<file path="src/sv/tcac_pkg.sv">
`timescale 1ns / 1ps
// ----------------------------------------------------------------------------
// tcac_pkg
// Shared widths, register indexes and types for the touch coordinate
// averaging and calibration block.
// ----------------------------------------------------------------------------
package tcac_pkg;

   localparam int BURST_PAIRS  = 16;
   localparam int SAMPLE_BITS  = 12;
   localparam int SAMPLE_SHIFT = 3;
   localparam int WORD_W       = 16;
   localparam int SUM_W        = 16;
   localparam int COUNT_W      = $clog2(BURST_PAIRS);
   localparam int PROD_W       = 2 * SAMPLE_BITS;
   localparam int REM_W        = SAMPLE_BITS + 1;
   localparam int DIV_CNT_W    = $clog2(PROD_W);
   localparam int CSR_IDX_W    = 3;

   localparam logic [CSR_IDX_W-1:0] CSR_X_RAW_MIN = 3'd0;
   localparam logic [CSR_IDX_W-1:0] CSR_X_RAW_MAX = 3'd1;
   localparam logic [CSR_IDX_W-1:0] CSR_X_SIZE    = 3'd2;
   localparam logic [CSR_IDX_W-1:0] CSR_Y_RAW_MIN = 3'd3;
   localparam logic [CSR_IDX_W-1:0] CSR_Y_RAW_MAX = 3'd4;
   localparam logic [CSR_IDX_W-1:0] CSR_Y_SIZE    = 3'd5;

   typedef logic [SAMPLE_BITS-1:0] sample_type;
   typedef logic [WORD_W-1:0]      word_type;
   typedef logic [SUM_W-1:0]       sum_type;

   localparam sample_type X_RAW_MIN_RST = 12'd0;
   localparam sample_type X_RAW_MAX_RST = 12'd4095;
   localparam sample_type X_SIZE_RST    = 12'd239;
   localparam sample_type Y_RAW_MIN_RST = 12'd0;
   localparam sample_type Y_RAW_MAX_RST = 12'd4095;
   localparam sample_type Y_SIZE_RST    = 12'd319;

endpackage

</file>
<file path="src/sv/tcac_if.sv">
`timescale 1ns / 1ps
// ----------------------------------------------------------------------------
// tcac interfaces
// Valid/ready channels for touch word pairs, coordinate results and
// register writes.
// ----------------------------------------------------------------------------
interface tcac_req_if;
   logic                valid;
   logic                ready;
   tcac_pkg::word_type  y_word;
   tcac_pkg::word_type  x_word;
   modport source (output valid, output y_word, output x_word, input ready);
   modport sink (input valid, input y_word, input x_word, output ready);
endinterface

interface tcac_rsp_if;
   logic                  valid;
   logic                  ready;
   tcac_pkg::sample_type  x_pos;
   tcac_pkg::sample_type  y_pos;
   logic                  span_fault;
   modport source (output valid, output x_pos, output y_pos, output span_fault,
                   input ready);
   modport sink (input valid, input x_pos, input y_pos, input span_fault,
                 output ready);
endinterface

interface tcac_csr_if;
   logic                                valid;
   logic                                ready;
   logic [tcac_pkg::CSR_IDX_W-1:0]      index;
   tcac_pkg::sample_type                data;
   modport source (output valid, output index, output data, input ready);
   modport sink (input valid, input index, input data, output ready);
endinterface

</file>
<file path="src/sv/touch_coordinate_average_calibrate.sv">
`timescale 1ns / 1ps
// ----------------------------------------------------------------------------
// touch_coordinate_average_calibrate
// Averages a burst of 16 touch word pairs and maps the mean per axis onto
// screen coordinates with one shared multiplier and a radix-2 divider.
// ----------------------------------------------------------------------------
//  channel   dir  handshake      payload
//  req_bus   in   valid/ready    y_word[15:0], x_word[15:0]
//  rsp_bus   out  valid/ready    x_pos[11:0], y_pos[11:0], span_fault
//  csr_bus   in   valid/ready    index[2:0], data[11:0]
//
//  A pair that does not close a burst is only added to the running sums.
//  After the closing pair the block works per axis through one multiply,
//  24 restoring divide steps and one clamp, then loads the result; it takes no pair meanwhile.
//  The result sits in an output register, so a stalled rsp_bus only holds
//  the block once the next burst has finished. Reset is synchronous.
// ----------------------------------------------------------------------------
module touch_coordinate_average_calibrate (
   input  logic        clock,
   input  logic        reset,
   tcac_req_if.sink    req_bus,
   tcac_rsp_if.source  rsp_bus,
   tcac_csr_if.sink    csr_bus
);

   localparam logic [2:0] ST_IDLE  = 3'd0;
   localparam logic [2:0] ST_MUL   = 3'd1;
   localparam logic [2:0] ST_DIV   = 3'd2;
   localparam logic [2:0] ST_CLAMP = 3'd3;
   localparam logic [2:0] ST_OUT   = 3'd4;

   localparam logic [tcac_pkg::COUNT_W-1:0] LAST_PAIR =
      tcac_pkg::COUNT_W'(tcac_pkg::BURST_PAIRS - 1);
   localparam logic [tcac_pkg::DIV_CNT_W-1:0] LAST_STEP =
      tcac_pkg::DIV_CNT_W'(tcac_pkg::PROD_W - 1);

   logic [2:0] state_ff, state_in;

   tcac_pkg::sample_type x_raw_min_ff, x_raw_max_ff, x_size_ff;
   tcac_pkg::sample_type y_raw_min_ff, y_raw_max_ff, y_size_ff;

   logic [tcac_pkg::COUNT_W-1:0] pair_count_ff, pair_count_in;
   tcac_pkg::sum_type sum_x_ff, sum_x_in, sum_y_ff, sum_y_in;
   tcac_pkg::sum_type sum_x_next, sum_y_next;
   tcac_pkg::sample_type mean_x_ff, mean_x_in, mean_y_ff, mean_y_in;

   logic axis_ff, axis_in;
   logic fault_ff, fault_in;
   logic zero_ff, zero_in;
   logic [tcac_pkg::PROD_W-1:0] quo_ff, quo_in;
   tcac_pkg::sample_type rem_ff, rem_in;
   tcac_pkg::sample_type den_ff, den_in;
   logic [tcac_pkg::DIV_CNT_W-1:0] step_ff, step_in;
   tcac_pkg::sample_type px_ff, px_in, py_ff, py_in;

   logic rsp_valid_ff, rsp_valid_in;
   tcac_pkg::sample_type rsp_x_ff, rsp_x_in, rsp_y_ff, rsp_y_in;
   logic rsp_fault_ff, rsp_fault_in;

   logic req_take;
   tcac_pkg::sample_type sel_mean, sel_min, sel_max, sel_size;
   logic [tcac_pkg::REM_W-1:0] diff, span;
   tcac_pkg::sample_type diff_mag, span_mag;
   logic [tcac_pkg::REM_W-1:0] rem_shift;
   logic rem_ge;
   tcac_pkg::sample_type clamped;

   assign req_bus.ready = (state_ff == ST_IDLE);
   assign req_take      = req_bus.valid && req_bus.ready;
   assign csr_bus.ready = 1'b1;

   assign rsp_bus.valid      = rsp_valid_ff;
   assign rsp_bus.x_pos      = rsp_x_ff;
   assign rsp_bus.y_pos      = rsp_y_ff;
   assign rsp_bus.span_fault = rsp_fault_ff;

   assign sum_x_next = sum_x_ff + tcac_pkg::SUM_W'(
      req_bus.x_word[tcac_pkg::SAMPLE_SHIFT +: tcac_pkg::SAMPLE_BITS]);
   assign sum_y_next = sum_y_ff + tcac_pkg::SUM_W'(
      req_bus.y_word[tcac_pkg::SAMPLE_SHIFT +: tcac_pkg::SAMPLE_BITS]);

   // axis operand select for the shared unit
   always_comb begin
      if (axis_ff) begin
         sel_mean = mean_y_ff;
         sel_min  = y_raw_min_ff;
         sel_max  = y_raw_max_ff;
         sel_size = y_size_ff;
      end else begin
         sel_mean = mean_x_ff;
         sel_min  = x_raw_min_ff;
         sel_max  = x_raw_max_ff;
         sel_size = x_size_ff;
      end
   end

   assign diff     = {1'b0, sel_mean} - {1'b0, sel_min};
   assign span     = {1'b0, sel_max} - {1'b0, sel_min};
   assign diff_mag = diff[tcac_pkg::REM_W-1] ? tcac_pkg::SAMPLE_BITS'(-diff)
                                             : diff[tcac_pkg::SAMPLE_BITS-1:0];
   assign span_mag = span[tcac_pkg::REM_W-1] ? tcac_pkg::SAMPLE_BITS'(-span)
                                             : span[tcac_pkg::SAMPLE_BITS-1:0];

   assign rem_shift = {rem_ff, quo_ff[tcac_pkg::PROD_W-1]};
   assign rem_ge    = rem_shift >= {1'b0, den_ff};

   assign clamped = zero_ff ? '0 :
                    (quo_ff >= tcac_pkg::PROD_W'(sel_size)) ? sel_size :
                    quo_ff[tcac_pkg::SAMPLE_BITS-1:0];

   always_comb begin
      state_in      = state_ff;
      pair_count_in = pair_count_ff;
      sum_x_in      = sum_x_ff;
      sum_y_in      = sum_y_ff;
      mean_x_in     = mean_x_ff;
      mean_y_in     = mean_y_ff;
      axis_in       = axis_ff;
      fault_in      = fault_ff;
      zero_in       = zero_ff;
      quo_in        = quo_ff;
      rem_in        = rem_ff;
      den_in        = den_ff;
      step_in       = step_ff;
      px_in         = px_ff;
      py_in         = py_ff;
      rsp_valid_in  = rsp_valid_ff && !rsp_bus.ready;
      rsp_x_in      = rsp_x_ff;
      rsp_y_in      = rsp_y_ff;
      rsp_fault_in  = rsp_fault_ff;
      case (state_ff)
         ST_IDLE: begin
            if (req_take) begin
               if (pair_count_ff == LAST_PAIR) begin
                  mean_x_in     = tcac_pkg::SAMPLE_BITS'(sum_x_next / tcac_pkg::BURST_PAIRS);
                  mean_y_in     = tcac_pkg::SAMPLE_BITS'(sum_y_next / tcac_pkg::BURST_PAIRS);
                  pair_count_in = '0;
                  sum_x_in      = '0;
                  sum_y_in      = '0;
                  axis_in       = 1'b0;
                  fault_in      = 1'b0;
                  state_in      = ST_MUL;
               end else begin
                  pair_count_in = pair_count_ff + 1'b1;
                  sum_x_in      = sum_x_next;
                  sum_y_in      = sum_y_next;
               end
            end
         end
         ST_MUL: begin
            quo_in   = tcac_pkg::PROD_W'(diff_mag) * tcac_pkg::PROD_W'(sel_size);
            den_in   = span_mag;
            zero_in  = (span_mag == '0) || (diff_mag == '0) ||
                       (diff[tcac_pkg::REM_W-1] != span[tcac_pkg::REM_W-1]);
            fault_in = fault_ff || (span_mag == '0);
            rem_in   = '0;
            step_in  = '0;
            state_in = ST_DIV;
         end
         ST_DIV: begin
            quo_in  = {quo_ff[tcac_pkg::PROD_W-2:0], rem_ge};
            rem_in  = rem_ge ? tcac_pkg::SAMPLE_BITS'(rem_shift - {1'b0, den_ff})
                             : rem_shift[tcac_pkg::SAMPLE_BITS-1:0];
            step_in = step_ff + 1'b1;
            if (step_ff == LAST_STEP) begin
               state_in = ST_CLAMP;
            end
         end
         ST_CLAMP: begin
            if (axis_ff) begin
               py_in    = clamped;
               state_in = ST_OUT;
            end else begin
               px_in    = clamped;
               axis_in  = 1'b1;
               state_in = ST_MUL;
            end
         end
         ST_OUT: begin
            if (!rsp_valid_ff || rsp_bus.ready) begin
               rsp_valid_in = 1'b1;
               rsp_x_in     = px_ff;
               rsp_y_in     = py_ff;
               rsp_fault_in = fault_ff;
               state_in     = ST_IDLE;
            end
         end
         default: begin
            state_in = ST_IDLE;
         end
      endcase
   end

   always_ff @(posedge clock) begin
      if (reset) begin
         state_ff      <= ST_IDLE;
         pair_count_ff <= '0;
         sum_x_ff      <= '0;
         sum_y_ff      <= '0;
         rsp_valid_ff  <= 1'b0;
         axis_ff       <= 1'b0;
         fault_ff      <= 1'b0;
      end else begin
         state_ff      <= state_in;
         pair_count_ff <= pair_count_in;
         sum_x_ff      <= sum_x_in;
         sum_y_ff      <= sum_y_in;
         rsp_valid_ff  <= rsp_valid_in;
         axis_ff       <= axis_in;
         fault_ff      <= fault_in;
      end
   end

   always_ff @(posedge clock) begin
      mean_x_ff    <= mean_x_in;
      mean_y_ff    <= mean_y_in;
      zero_ff      <= zero_in;
      quo_ff       <= quo_in;
      rem_ff       <= rem_in;
      den_ff       <= den_in;
      step_ff      <= step_in;
      px_ff        <= px_in;
      py_ff        <= py_in;
      rsp_x_ff     <= rsp_x_in;
      rsp_y_ff     <= rsp_y_in;
      rsp_fault_ff <= rsp_fault_in;
   end

   always_ff @(posedge clock) begin
      if (reset) begin
         x_raw_min_ff <= tcac_pkg::X_RAW_MIN_RST;
         x_raw_max_ff <= tcac_pkg::X_RAW_MAX_RST;
         x_size_ff    <= tcac_pkg::X_SIZE_RST;
         y_raw_min_ff <= tcac_pkg::Y_RAW_MIN_RST;
         y_raw_max_ff <= tcac_pkg::Y_RAW_MAX_RST;
         y_size_ff    <= tcac_pkg::Y_SIZE_RST;
      end else if (csr_bus.valid) begin
         case (csr_bus.index)
            tcac_pkg::CSR_X_RAW_MIN: x_raw_min_ff <= csr_bus.data;
            tcac_pkg::CSR_X_RAW_MAX: x_raw_max_ff <= csr_bus.data;
            tcac_pkg::CSR_X_SIZE:    x_size_ff    <= csr_bus.data;
            tcac_pkg::CSR_Y_RAW_MIN: y_raw_min_ff <= csr_bus.data;
            tcac_pkg::CSR_Y_RAW_MAX: y_raw_max_ff <= csr_bus.data;
            tcac_pkg::CSR_Y_SIZE:    y_size_ff    <= csr_bus.data;
            default: begin
            end
         endcase
      end
   end

endmodule

</file>
<file path="src/flat_wrapper.sv">
// flat-port wrapper written by rule: the top's interface ports become plain ports
module touch_coordinate_average_calibrate_flat 
  (clock, reset, req_bus_valid, req_bus_y_word, req_bus_x_word, req_bus_ready, rsp_bus_valid, rsp_bus_x_pos, rsp_bus_y_pos, rsp_bus_span_fault, rsp_bus_ready, csr_bus_valid, csr_bus_index, csr_bus_data, csr_bus_ready);
  tcac_req_if req_bus_i ();
  tcac_rsp_if rsp_bus_i ();
  tcac_csr_if csr_bus_i ();
  input  logic clock;
  input  logic reset;
  input wire logic [$bits(req_bus_i.valid)-1:0] req_bus_valid;
  input wire logic [$bits(req_bus_i.y_word)-1:0] req_bus_y_word;
  input wire logic [$bits(req_bus_i.x_word)-1:0] req_bus_x_word;
  output wire logic [$bits(req_bus_i.ready)-1:0] req_bus_ready;
  output wire logic [$bits(rsp_bus_i.valid)-1:0] rsp_bus_valid;
  output wire logic [$bits(rsp_bus_i.x_pos)-1:0] rsp_bus_x_pos;
  output wire logic [$bits(rsp_bus_i.y_pos)-1:0] rsp_bus_y_pos;
  output wire logic [$bits(rsp_bus_i.span_fault)-1:0] rsp_bus_span_fault;
  input wire logic [$bits(rsp_bus_i.ready)-1:0] rsp_bus_ready;
  input wire logic [$bits(csr_bus_i.valid)-1:0] csr_bus_valid;
  input wire logic [$bits(csr_bus_i.index)-1:0] csr_bus_index;
  input wire logic [$bits(csr_bus_i.data)-1:0] csr_bus_data;
  output wire logic [$bits(csr_bus_i.ready)-1:0] csr_bus_ready;
  assign req_bus_i.valid = req_bus_valid;
  assign req_bus_i.y_word = req_bus_y_word;
  assign req_bus_i.x_word = req_bus_x_word;
  assign req_bus_ready = req_bus_i.ready;
  assign rsp_bus_valid = rsp_bus_i.valid;
  assign rsp_bus_x_pos = rsp_bus_i.x_pos;
  assign rsp_bus_y_pos = rsp_bus_i.y_pos;
  assign rsp_bus_span_fault = rsp_bus_i.span_fault;
  assign rsp_bus_i.ready = rsp_bus_ready;
  assign csr_bus_i.valid = csr_bus_valid;
  assign csr_bus_i.index = csr_bus_index;
  assign csr_bus_i.data = csr_bus_data;
  assign csr_bus_ready = csr_bus_i.ready;
  touch_coordinate_average_calibrate u_core (.clock(clock), .reset(reset), .req_bus(req_bus_i), .rsp_bus(rsp_bus_i), .csr_bus(csr_bus_i));
endmodule
</file>
<file path="config.mk">
export PLATFORM = sky130hd
export DESIGN_NAME = touch_coordinate_average_calibrate_flat
export DESIGN_NICKNAME = d
export VERILOG_FILES = /design/src/sv/tcac_pkg.sv /design/src/sv/tcac_if.sv /design/src/sv/touch_coordinate_average_calibrate.sv /design/src/flat_wrapper.sv
export SDC_FILE = /design/constraint.sdc
export NUM_CORES = 1
export LEC_CHECK = 0
export BUFFER_PORTS_ARGS = -buffer_cell sky130_fd_sc_hd__buf_2
export CAP_MARGIN = 20
export CORE_UTILIZATION = 45
export DETAILED_ROUTE_END_ITERATION = 8
export HOLD_SLACK_MARGIN = 0.12
export PLACE_DENSITY = 0.65
export SYNTH_ARGS = -nofsm -noshare
export SYNTH_HDL_FRONTEND = slang
export SYNTH_SLANG_ARGS = --single-unit
</file>
<file path="constraint.sdc">
create_clock -name clock -period 12.8 [get_ports clock]
set_input_delay 0.64 -clock clock [delete_from_list [all_inputs] [get_ports clock]]
set_output_delay 0.64 -clock clock [all_outputs]
set_load 0.02 [all_outputs]
</file>
; ---- After elaboration in Yosys (flattened, before gate mapping)
; Cells that the tools add are included.
[totals]
regBits = 241
word_cells = 110
output_inout_bits = 28
[classes]
addsub = 9
n_bitwise = 1
n_mul = 1
order_cmp = 2
reduce_logical = 29
eq_ne = 16
mux = 27
[op_table]
columns = op, count
row1 = $mux 12, 9
row2 = $pmux 24 s2, 1
row3 = $add 16x12->16, 2
row4 = $mux 16, 2
row5 = $sub 12x12->13, 2
row6 = $ge 24x12->1, 1
row7 = $logic_not 12->1, 2
row8 = $mul 12x12->24, 1
row9 = $neg 12->12, 2
row10 = $pmux 12 s2, 1
row11 = $reduce_and 2->1, 10
row12 = $mux 3, 5
row13 = $pmux 3 s5, 1
row14 = $ge 13x12->1, 1
row15 = $eq 3x2->1 const B, 4
row16 = $sub 12x12->12, 1
row17 = $pmux 5 s2, 1
row18 = $eq 3x3->1 const B, 3
row19 = $reduce_and 3->1, 3
row20 = $eq 3x1->1 const B, 2
row21 = $logic_not 3->1, 2
row22 = $reduce_bool 2->1, 3
row23 = $add 5x1->5 const B, 1
row24 = $eq 5x5->1 const B, 1
row25 = other kinds (13), 24

; ---- Depth between registers and ports, before layout
[depth]
word_depth = 7
depth_mapped = 35
depth_no_buf = 31

; ---- Worst setup path after synthesis
; OpenSTA, ideal clock, no wires.
[synth_timing]
kind = reg2reg
start = reg u_core.axis_ff
end = reg u_core.quo_ff[23] in the netlist's numbering, data pin
slack_ps = 3887
stages_incl_launch_ff = 35
period_less_slack_ps = 8913
setup_ps = 270
t_arrival_ps = 8643
path_cell_list = dfxtp_1 > clkbuf_1 > buf_1 > buf_1 > clkbuf_1 > mux2i_1 > ha_1 > inv_1 > fa_1 > a211oi_1 > o21ai_0 > a221oi_1 > a21oi_1 > and3_1 > a31o_2 > xnor2_1 > nand2_1 > fa_1 > inv_1 > fa_1 > fa_1 > fa_1 > inv_1 > fa_1 > inv_1 > ha_1 > a21oi_1 > o21ai_0 > o21ai_0 > o21ai_0 > a311oi_1 > nor3_1 > a31oi_1 > xnor2_1 > a21oi_1
[synth_between]
elab_chain_cells = 6
[synth_rtl]
columns = item, line_no
row1 = "start, declared", touch_coordinate_average_calibrate.sv:47  ; logic axis_ff, axis_in;
row2 = "start signal, assigned", touch_coordinate_average_calibrate.sv:209  ; axis_ff <= axis_in;
row3 = $mux 12, touch_coordinate_average_calibrate.sv:84  ; if (axis_ff) begin
row4 = $sub 12x12->13, touch_coordinate_average_calibrate.sv:97  ; assign diff = {1'b0, sel_mean} - {1'b0, sel_min};
row5 = $neg 12->12, touch_coordinate_average_calibrate.sv:99  ; assign diff_mag = diff[tcac_pkg::REM_W-1] ? tcac_pkg::SAMPLE_BITS'(-diff)
row6 = $mux 12, touch_coordinate_average_calibrate.sv:99
row7 = $mul 12x12->24 *, touch_coordinate_average_calibrate.sv:151  ; quo_in = tcac_pkg::PROD_W'(diff_mag) * tcac_pkg::PROD_W'(sel_size);
row8 = $pmux 24 s2 *, touch_coordinate_average_calibrate.sv:131  ; case (state_ff)
row9 = "via u_core.quo_in, one bit", touch_coordinate_average_calibrate.sv:50  ; logic [tcac_pkg::PROD_W-1:0] quo_ff, quo_in;
row10 = "end signal, assigned", touch_coordinate_average_calibrate.sv:218  ; quo_ff <= quo_in;
row11 = "end, declared", touch_coordinate_average_calibrate.sv:50
; The timed path passes the listed nets; every way through them passes the cells marked *.
; A chain may end at the register's enable or synchronous reset.

; ---- Final worst setup path
; Same ends and word-level chain as after synthesis.

==> impl_metrics.json <==
{
  "run_status": "finished clean",
  "drv_slew": 0,
  "start_util_pct": 45.9,
  "syn_area_um2": 17400,
  "synth_fp_nets": 2171,
  "cts_setup_buffers": 0,
  "period_share_pct": 75.5,
  "grt_overflow": 0,
  "grt_usage_pct": 21.5,
  "row_count": 71,
  "min_to": "u_core.y_size_ff[10]",
  "slowest_stage": "dfxtp_2",
  "tightest_slew_ps": 980,
  "worstPathArrival_ps": 9950,
  "synth_area_leaders": "edfxtp_1 (22%), dfxtp_1 (13%), fa_1 (12%)",
  "synth_most_common_cell": "nand2_1",
  "clk_latency_ps": 560,
  "post_route_cells_drive_above_1_share_pct": 9.67,
  "yosys_warnings": 0,
  "gp_congestion": 0.875,
  "drtIter0Drc": 795,
  "r2r-end": "u_core.quo_ff[23]",
  "grt_pass1_wl_um": 68200,
  "fillers": 3534,
  "htreeDepth": 1,
  "powerDensity_nw_per_um2": 184,
  "crit_path_start_kind": "register",
  "wl_per_cell_um": 16.7,
  "place_area_um2": 18400,
  "register_area_um2": 6100,
  "die_y_um": 199,
  "numPortBuffers": 70,
  "antenna_cells": 0,
  "dp_hpwl_um": 30500,
  "required_ps": 13080,
  "clock_sinks": 241,
  "critPathMaxFanout": 29,
  "yosysTopAreaCellShare_pct": 21.9,
  "reg2reg_depth": 29,
  "synth_top_cell_by_area": "edfxtp_1",
  "cp-end-kind": "register",
  "finalSetupViolCount": 0,
  "boundaryPins": 80,
  "core_um2": 37900,
  "multi_input_area_um2": 10400,
  "hold_viol_final": 0,
  "die_area_um2": 39500,
  "synth_edf_count": 127,
  "die_w_um": 199,
  "drt_wl_total_um": 41100,
  "fin_nets": 2227,
  "root_buffer": "clkbuf_16",
  "clock_skew_ps": 12.7,
  "synth-seq-area-share_pct": 35.0,
  "cap_violations": 0,
  "synth_cell_types": 71,
  "grt_pass1_vias": 13400,
  "worstHoldStart": "csr_bus_data[10]",
  "rsz0062_at_grt": "no",
  "vias": 13500,
  "fin_setup_tns_ps": 0,
  "synth_area_per_cell_um2": 9.29,
  "synth_top_flop_cell": "edfxtp_1",
  "post-route-min-period_ps": 9670,
  "ant_nets": 0,
  "postSynth.asyncResetShare_pct": 0,
  "peakVddDrop_mv": 0.173,
  "min_path_type": "primary input to register",
  "cts_resized": 0,
  "antenna_found_initial": 0,
  "slowest_delay_ps": 690,
  "max_slew_margin_pct": 34.0,
  "routed_via_density": 5.48,
  "crit_type": "register to register",
  "crit_path_frequent_cell": "fa_1",
  "first_pass_iters": 5,
  "grt_max_degree": 79,
  "cts_hold_buffers": 0,
  "rr_startpoint": "u_core.axis_ff",
  "fmax_ghz": 0.103,
  "syn_inst": 1876,
  "synthTopCellsByCount": "nand2_1 (258), nor2_1 (179), inv_1 (175), ha_1 (138), edfxtp_1 (127)",
  "stdcell_area_um2": 19300,
  "remaining_drc_errors": 0,
  "cts_made_buffers": 28,
  "clk_pin_slew_ps": 60,
  "clock_path_buffers": 3,
  "leakage_uw": 0.00813,
  "synth-seq-cells": 241,
  "syn_to_final_growth_pct": 10.7,
  "r2r_setup_slack_ps": 3130,
  "cts_tree": "built",
  "whs_path_depth": 3
}
==> sequential cells by signal, summed over array words and instances (netlist names), 12 cells and up <==
name                  flops
u_core.den_ff            12
u_core.mean_x_ff         12
u_core.mean_y_ff         12
u_core.px_ff             12
u_core.py_ff             12
u_core.quo_ff            24
u_core.rem_ff            12
u_core.rsp_bus.x_pos     12
u_core.rsp_bus.y_pos     12
u_core.sum_x_ff          16
u_core.sum_y_ff          16
u_core.x_raw_max_ff      12
u_core.x_raw_min_ff      12
u_core.x_size_ff         12
u_core.y_raw_max_ff      12
u_core.y_raw_min_ff      12
u_core.y_size_ff         12
==> worst max-delay path by stage <==
stage	startpoint	end	slack [ps]	cells past startpoint
floorplan	u_core.axis_ff	u_core.quo_ff[23]	3890	34
global placement	u_core.axis_ff	u_core.quo_ff[23]	3380	29
detailed placement	u_core.axis_ff	u_core.quo_ff[23]	3200	29
CTS	u_core.axis_ff	u_core.quo_ff[23]	3140	29
global route	u_core.axis_ff	u_core.quo_ff[23]	2570	29
finish	u_core.axis_ff	u_core.quo_ff[23]	3130	29
==> critical path, delay by kind of cell, from the launching register on <==
kind | cells | cell delay (ps)
xor+xnor | 2 | 770
flops | 1 | 690
buf+inv | 4 | 700
simple gates | 3 | 510
compound gates | 12 | 2940
fa+ha+maj | 7 | 3140
mux | 1 | 610
==> final cells by class <==
type                            count  share of cell area (%)
Sequential cell                   241                    31.6
Clock buffer                       36                    3.90
Tap cell                          511                    3.32
Inverter                          176                    3.43
Clock inverter                     16                   0.766
Timing Repair Buffer               96                    2.91
Multi-Input combinational cell   1389                    54.1
==> stage by stage <==
stage,power [uW],util (%),instances,hold WS [ps],worst slack (ps)
after global placement,2730,48.4,2411,404,3380
final,3550,50.8,2465,386,3130
after detailed placement,2750,48.4,2411,405,3200
after floorplan,2420,-,1876,400,3890
after global routing,3880,50.8,2465,389,2570
after CTS,3560,50.8,2463,365,3140
==> placed cells by master (no fill, tap or decap), types with 10 or more instances in the layout <==
master,synthesis,routed
a22oi_1,11,11
a21o_1,20,20
dfxtp_1,114,113
a31oi_1,15,15
buf_4,1,24
nand4_1,10,10
nand2_1,258,258
a211oi_1,22,22
edfxtp_1,127,127
nor2_1,179,177
or3_1,12,12
xor2_1,37,37
o211ai_1,11,11
o21a_1,14,14
xnor2_1,52,52
nand3_1,46,46
fa_1,105,105
a21oi_1,108,108
mux2i_1,51,51
nand2b_1,24,23
buf_2,1,70
o21ai_0,54,54
mux2_2,30,30
and3_1,11,11
nor2b_1,26,26
and2_1,10,10
clkbuf_16,0,29
nor3_1,52,50
ha_1,138,138
inv_1,175,174
nor4_1,10,10
==> cells by family (layout without fill, tap and decap cells) <==
family | Yosys count | count (layout) | share of synthesized area [%]
compound gates | 306 | 306 | 11.1
xor+xnor | 89 | 89 | 4.47
fa+ha+maj | 243 | 243 | 22.0
buf+inv | 246 | 324 | 5.33
flops | 241 | 241 | 35.0
mux | 81 | 81 | 4.87
other cells | 1 | 1 | 0.0215
simple gates | 669 | 669 | 17.3
==> routing by layer <==
layer / up-vias / global-route usage, % / wire, um
met3: 69 / 2.92 / 1890
li1: 6531 / - / -
met2: 348 / 37.7 / 19900
met5: - / 0 / 0
met1: 6549 / 27.5 / 18000
met4: 0 / 6.55 / 1250
==> where the power goes <==
part / switching [uW] / internal [uW]
clock network: 327 / 456
logic: 997 / 756
registers: 41.5 / 971
total: 1370 / 2180
(Power assumes the default switching activity.)
